$ cat src/dpr_pkg.sv
// Shared types and constants for the debug packet receiver.
// No dependencies; imported by every module of the block.
package dpr_pkg;

  localparam int LEN_W = 9;

  localparam logic [7:0] CH_DOLLAR = 8'h24;  // '$'
  localparam logic [7:0] CH_HASH   = 8'h23;  // '#'
  localparam logic [7:0] CH_0      = 8'h30;  // '0'
  localparam logic [7:0] CH_9      = 8'h39;  // '9'
  localparam logic [7:0] CH_LA     = 8'h61;  // 'a'
  localparam logic [7:0] CH_LF     = 8'h66;  // 'f'
  localparam logic [7:0] CH_UA     = 8'h41;  // 'A'
  localparam logic [7:0] CH_UF     = 8'h46;  // 'F'
  localparam logic [7:0] HEX_TEN   = 8'd10;

  typedef enum logic [1:0] {
    PH_HUNT    = 2'd0,
    PH_PAYLOAD = 2'd1,
    PH_HIGH    = 2'd2,
    PH_LOW     = 2'd3
  } phase_t;

  typedef enum logic [2:0] {
    EV_PAYLOAD = 3'd0,
    EV_FULL    = 3'd1,
    EV_RESTART = 3'd2,
    EV_GOOD    = 3'd3,
    EV_BAD     = 3'd4
  } event_kind_t;

  typedef struct packed {
    logic             valid;
    event_kind_t      kind;
    logic [7:0]       data;
    logic [LEN_W-1:0] length;
    logic [7:0]       sum;
  } evt_t;

endpackage

$ cat src/dpr_hex_decode.sv
// Hex digit decoder for the checksum characters.
// Depends on dpr_pkg for the character constants.
module dpr_hex_decode import dpr_pkg::*; (
  input  logic [7:0] ch,
  output logic       ok,
  output logic [3:0] value
);

  logic [7:0] diff;

  always_comb begin
    ok   = 1'b1;
    diff = 8'd0;
    if (ch >= CH_LA && ch <= CH_LF) begin
      diff = ch - CH_LA + HEX_TEN;
    end else if (ch >= CH_0 && ch <= CH_9) begin
      diff = ch - CH_0;
    end else if (ch >= CH_UA && ch <= CH_UF) begin
      diff = ch - CH_UA + HEX_TEN;
    end else begin
      ok = 1'b0;
    end
    value = diff[3:0];
  end

endmodule

$ cat src/dpr_step.sv
// Packet parser state and per-byte update: phase, running sum, count, high digit.
// Depends on dpr_pkg and dpr_hex_decode.
module dpr_step import dpr_pkg::*; #(
  parameter int BUFFER_SIZE = 512
) (
  input  logic       clk,
  input  logic       rst,
  input  logic       accept,
  input  logic [7:0] rx_byte,
  output evt_t       evt
);

  localparam int CNT_W = $clog2(BUFFER_SIZE);
  localparam logic [CNT_W-1:0] FULL_COUNT = CNT_W'(BUFFER_SIZE - 1);

  phase_t           phase, phase_next;
  logic [7:0]       running_sum, running_sum_next;
  logic [CNT_W-1:0] byte_count, byte_count_next;
  logic [3:0]       high_digit, high_digit_next;

  logic             dig_ok;
  logic [3:0]       dig_val;
  logic [7:0]       sum_add;
  logic [CNT_W-1:0] cnt_inc;
  logic [7:0]       recv_sum;
  logic [CNT_W+LEN_W-1:0] cnt_ext;

  dpr_hex_decode u_hex (
    .ch    (rx_byte),
    .ok    (dig_ok),
    .value (dig_val)
  );

  assign sum_add  = running_sum + rx_byte;
  assign cnt_inc  = byte_count + CNT_W'(1);
  assign recv_sum = {high_digit, 4'd0} + (dig_ok ? {4'd0, dig_val} : 8'hFF);

  // Next phase
  always_comb begin
    phase_next = phase;
    case (phase)
      PH_HUNT: begin
        if (rx_byte == CH_DOLLAR) phase_next = PH_PAYLOAD;
      end
      PH_PAYLOAD: begin
        if (rx_byte == CH_HASH) phase_next = PH_HIGH;
        else if (rx_byte != CH_DOLLAR && cnt_inc == FULL_COUNT) phase_next = PH_HUNT;
      end
      PH_HIGH: phase_next = PH_LOW;
      PH_LOW:  phase_next = PH_HUNT;
      default: phase_next = PH_HUNT;
    endcase
  end

  // Data registers and event
  always_comb begin
    running_sum_next = running_sum;
    byte_count_next  = byte_count;
    high_digit_next  = high_digit;
    evt.valid        = 1'b0;
    evt.kind         = EV_PAYLOAD;
    evt.data         = 8'd0;
    case (phase)
      PH_HUNT: begin
        if (rx_byte == CH_DOLLAR) begin
          running_sum_next = 8'd0;
          byte_count_next  = '0;
        end
      end
      PH_PAYLOAD: begin
        if (rx_byte == CH_DOLLAR) begin
          running_sum_next = 8'd0;
          byte_count_next  = '0;
          evt.valid        = 1'b1;
          evt.kind         = EV_RESTART;
        end else if (rx_byte != CH_HASH) begin
          running_sum_next = sum_add;
          byte_count_next  = cnt_inc;
          evt.valid        = 1'b1;
          evt.kind         = (cnt_inc == FULL_COUNT) ? EV_FULL : EV_PAYLOAD;
          evt.data         = rx_byte;
        end
      end
      PH_HIGH: begin
        high_digit_next = dig_ok ? dig_val : 4'hF;
      end
      PH_LOW: begin
        evt.valid = 1'b1;
        evt.kind  = (recv_sum == running_sum) ? EV_GOOD : EV_BAD;
      end
      default: ;
    endcase
    // Length and sum reported are the values after this byte
    cnt_ext    = {{LEN_W{1'b0}}, byte_count_next};
    evt.length = cnt_ext[LEN_W-1:0];
    evt.sum    = running_sum_next;
  end

  always_ff @(posedge clk) begin
    if (rst) begin
      phase       <= PH_HUNT;
      running_sum <= 8'd0;
      byte_count  <= '0;
      high_digit  <= 4'd0;
    end else if (accept) begin
      phase       <= phase_next;
      running_sum <= running_sum_next;
      byte_count  <= byte_count_next;
      high_digit  <= high_digit_next;
    end
  end

endmodule

$ cat src/debug_packet_receiver_unit.sv
// Top level of the debug packet receiver: parser plus output register.
// Depends on dpr_pkg and dpr_step (which uses dpr_hex_decode).
//
//   channel | handshake           | payload
//   --------+---------------------+-------------------------------------------
//   input   | in_valid / in_ready | rx_byte[7:0]
//   output  | out_valid/out_ready | event_kind[2:0], payload_byte[7:0],
//           |                     | payload_length[8:0], computed_sum[7:0]
//
// The parser state updates at the accepting edge and any event lands in the
// output register at that same edge, so it shows in the following cycle. The
// sustained rate is one byte per clock while the downstream keeps up.
// The output register is the only buffer: a new byte is taken whenever the
// register is empty or is being drained in the same cycle; a stalled
// downstream holds the input off. Reset (rst, synchronous) returns the
// parser to hunting with sum, count and high digit cleared, and empties
// the output register.
module debug_packet_receiver_unit import dpr_pkg::*; #(
  parameter int BUFFER_SIZE = 512
) (
  input  logic             clk,
  input  logic             rst,
  input  logic             in_valid,
  output logic             in_ready,
  input  logic [7:0]       rx_byte,
  output logic             out_valid,
  input  logic             out_ready,
  output logic [2:0]       event_kind,
  output logic [7:0]       payload_byte,
  output logic [LEN_W-1:0] payload_length,
  output logic [7:0]       computed_sum
);

  logic in_accept;
  evt_t evt;
  evt_t out_reg;
  logic out_full;

  // Take a transaction when the output slot is free or is draining now.
  assign in_ready  = !out_full || out_ready;
  assign in_accept = in_valid && in_ready;

  dpr_step #(
    .BUFFER_SIZE (BUFFER_SIZE)
  ) u_step (
    .clk     (clk),
    .rst     (rst),
    .accept  (in_accept),
    .rx_byte (rx_byte),
    .evt     (evt)
  );

  // Output register: hold until taken, load the event of each accepted byte that produces one.
  always_ff @(posedge clk) begin
    if (rst) begin
      out_full <= 1'b0;
    end else if (in_accept) begin
      out_full <= evt.valid;
    end else if (out_ready) begin
      out_full <= 1'b0;
    end
  end

  always_ff @(posedge clk) begin
    if (in_accept && evt.valid) begin
      out_reg <= evt;
    end
  end

  assign out_valid      = out_full;
  assign event_kind     = out_reg.kind;
  assign payload_byte   = out_reg.data;
  assign payload_length = out_reg.length;
  assign computed_sum   = out_reg.sum;

endmodule
$ cat config.mk
export PLATFORM = sky130hd
export DESIGN_NAME = debug_packet_receiver_unit
export DESIGN_NICKNAME = d
export VERILOG_FILES = /design/src/dpr_pkg.sv /design/src/dpr_hex_decode.sv /design/src/dpr_step.sv /design/src/debug_packet_receiver_unit.sv
export SDC_FILE = /design/constraint.sdc
export NUM_CORES = 1
export LEC_CHECK = 0
export ABC_CLOCK_PERIOD_IN_PS = 3600
export BUFFER_PORTS_ARGS = -buffer_cell sky130_fd_sc_hd__buf_2
export CORE_MARGIN = 2
export CORE_UTILIZATION = 25
export CTS_BUF_LIST = sky130_fd_sc_hd__clkbuf_4 sky130_fd_sc_hd__clkbuf_8
export CTS_CLUSTER_DIAMETER = 200
export DETAILED_ROUTE_END_ITERATION = 8
export PLACE_DENSITY = 0.53
export SLEW_MARGIN = 20
export SYNTH_ARGS = -nofsm -noshare
export SYNTH_HDL_FRONTEND = slang
export SYNTH_SLANG_ARGS = --single-unit
$ cat constraint.sdc
create_clock -name clk -period 3.6 [get_ports clk]
set_input_delay 0.54 -clock clk [delete_from_list [all_inputs] [get_ports clk]]
set_output_delay 0.54 -clock clk [all_outputs]
set_load 0.02 [all_outputs]
==> summary.txt <==
Critical path
  • Critical Path End Type: flip-flop
  • Worst reg-to-reg setup slack: between 1000 and 1500 ps
  • CP Buf/Inv Count: 2
  • Peak fanout along the critical path: 5
  • Worst path slowest cell: fa_1
  • CP required: 3680 ps
  • Critical path startpoint category: primary input
  • Critical path class: in2reg
  • Crit path DAT: 3330 ps
  • Cell family with most CP delay: adder cells
  • Crit-path cells: buf_2 > inv_1 > ha_1 > or3b_1 > and4_4 > nor2_1 > ha_1 > fa_1 > xor3_1 > nor3_1 > nand2b_1 > a21oi_1 > nor2_1 > o31a_1
  • CP peak stage delay: roughly 460 ps

Synth
  • Synth unique cells: 65
  • Post-synth top area share: roughly 26%
  • Most common cell in the netlist: nor2_1
  • Post-Syn Instances: ~350
  • Ys Warns: 0
  • Synth Area per Inst: approximately 9.5 um2
  • Synthesized flop and latch total: 52
  • Number of enable flip-flop cells after synthesis: 28
  • Synth async-reset ratio: 0%
  • Cell Area, Synth: ~3300 um2
  • Post-synth net total: ~380
  • Share of the yosys chip area belonging to registers: approximately two fifths
  • Synth cell count leaders: 45 x nor2_1, 28 x edfxtp_1, 27 x a21oi_1
  • Largest cells by area after synthesis: edfxtp_1 26%, dfxtp_1 15%, ha_1 6.1%, nor2_1 5.1%, a21oi_1 4.1%
  • Yosys top cell by area: edfxtp_1
  • Main synth FF type: edfxtp_1

Route
  • Antenna Violating Nets Remaining: 0
  • DRT iter0 DRCs: 133
  • Metal3 WL: between 200 and 300 um
  • Vias/cell: slightly below 5
  • WL/cell: between 15 and 20 um
  • Total wire length: 8720 um
  • Vias post-DR: between 2k and 3k
  • Met2 routed WL: between 4000 and 5000 um
  • Top layer in use: met4
  • TritonRoute pass-1 iters: 4
  • Drt drc: 0
  • M1 WL: 3900 um

Clocking
  • Post-CTS Hold Buffers: 0
  • Worst-path clk slew: 100 ps
  • Bufs on Longest Clock Path: 2
  • Clock sink total: 52
  • Insertion delay to the later sink of the worst-skew pair: about 320 ps
  • CTS tree: done
  • CTS Buf Count: 5
  • Root buffer cell: clkbuf_8
  • Setup Fix Bufs, Post-CTS: 0
  • H-tree Lvls: 2
  • CTS resizes: 0

Pwr
  • Leakage power: between 0.001 and 0.0015 uW
  • Worst vdd ir: approximately 0.13 mV
  • Pwr per Cell Area: 296 nW/um2
  • Design Power: 1130 uW

Floorplanning
  • Die area: roughly 14000 um2
  • Initial Util: between 20% and 30%
  • Die H: between 100 and 150 um
  • Floorplan row count: roughly 40
  • Top Ports: between 40 and 50
  • Die Wd: ~120 um
  • Core area: approximately 13000 um2

STA
  • Period utilization: between 90% and 100%
  • Max-slew violation count: 0
  • Post-route setup slack: ~350 ps
  • RSZ-0062 raised after global routing: no
  • Worst-Margin Slew: approximately 760 ps
  • Final setup TNS: 0 ps
  • Worst clock skew: about 9.4 ps
  • Post-layout min period: around 3200 ps
  • Setup violators final: 0
  • Rel. slew slack: 48.9%
  • Maximum operating frequency: slightly above 300 MHz
  • Fin. Hold Viols: 0

Global routing
  • Number of global-route vias before repair: approximately 2.7k
  • Grt ovf: 0
  • First-pass GRT wire length: about 14000 um
  • Total track usage: 12.8%
  • Largest net degree at the start of global routing: 28
  • Initial antenna violation count: 0

Placement
  • Dpl hpwl: approximately 6500 um
  • Gp weighted congestion: 0.833
  • IO buf count: 41
  • Pre-CTS setup slack: around 16 ps

Cells and area
  • Nets: between 400 and 500
  • Layout Utilization: between 30% and 40%
  • Share of cells above drive strength 1: approximately 19%
  • # diodes: 0
  • Area delta synth->final: 16.3%

Run status
  • Status: completed

Run
  • Max_cap viols: 0

Min path
  • Worst hold path type: reg2reg
-- layout by cell type (no fill, tap or decap), drive strengths merged, types with 8 or more instances in the layout --
cell,count
a21oi,27
buf,54
ha,16
and2,8
dfxtp,24
nor2,45
inv,14
mux2i,8
edfxtp,28
nand3,11
nand2,19
o21ai,25
o21a,10
-- per-stage QoR --
step | cell area, um2 | instances | hold WS, ps
after floorplan | 3300 | 347 | 467
after global placement | 3740 | 559 | 496
after detailed placement | 3740 | 559 | 510
after CTS | 3830 | 567 | 536
after global routing | 3830 | 567 | 567
final | 3830 | 567 | 523
-- worst register-to-register path, cell delays in order, from the launching register on --
cell and delay (ps):
dfxtp_1 480, ha_1 330, and3_1 230, a2111oi_4 420
a21oi_1 170, mux2i_1 270, nand2b_1 140, a31oi_1 110
-- sequential cells by signal, summed over array words and instances, names as in the netlist, named ones only --
signal              cells
computed_sum            8
event_kind              3
out_valid               1
payload_byte            8
payload_length          9
u_step.byte_count       9
u_step.high_digit       4
u_step.phase            1
u_step.running_sum      8
-- cell families after synthesis --
| kind of cell | after synthesis | share of synthesized area, % |
|---|---|---|
| AOI/OAI and AO/OA | 102 | 21.4 |
| DFF | 52 | 40.1 |
| muxes | 9 | 2.77 |
| buffers and inverters | 27 | 3.83 |
| xor gates and xnor gates | 13 | 3.91 |
| and+or+nand+nor | 126 | 20.7 |
| adders and majority gates | 18 | 7.29 |
-- final timing paths --
| kind | from | endpoint | depth (start not counted) |
|---|---|---|---|
| max | rx_byte[0] | event_kind[2]$_DFFE_PP_ | 14 |
| min | u_step.high_digit[0]$_SDFFE_PP0P_ | u_step.high_digit[0]$_SDFFE_PP0P_ | 2 |
| max reg2reg | u_step.running_sum[2]$_SDFFE_PP0P_ | computed_sum[7]$_DFFE_PP_ | 7 |
| min reg2reg | u_step.high_digit[0]$_SDFFE_PP0P_ | u_step.high_digit[0]$_SDFFE_PP0P_ | 2 |
-- layout make-up --
type                    count  area (um2)
multi-input cells         268        1850
clock buffers               5        68.8
flip-flops and latches     52        1320
repair buffers             54         303
clock inverters             3        25.0
well taps                 172         215
fillers                  1387        8890
inverters                  13        48.8
-- layer usage --
metal  vias to the layer above  GRT usage (%)
met4                         0           4.76
li1                       1372              -
met5                         -              0
met2                        55           22.0
met1                      1336           15.8
met3                        16           2.54
-- where the power goes --
part           leakage, uW  internal (uW)  switching (uW)
Combinational     0.000971           55.3            79.5
Sequential        0.000476            625            8.36
Clock            0.0000452            142             223
(Power assumes the default switching activity.)
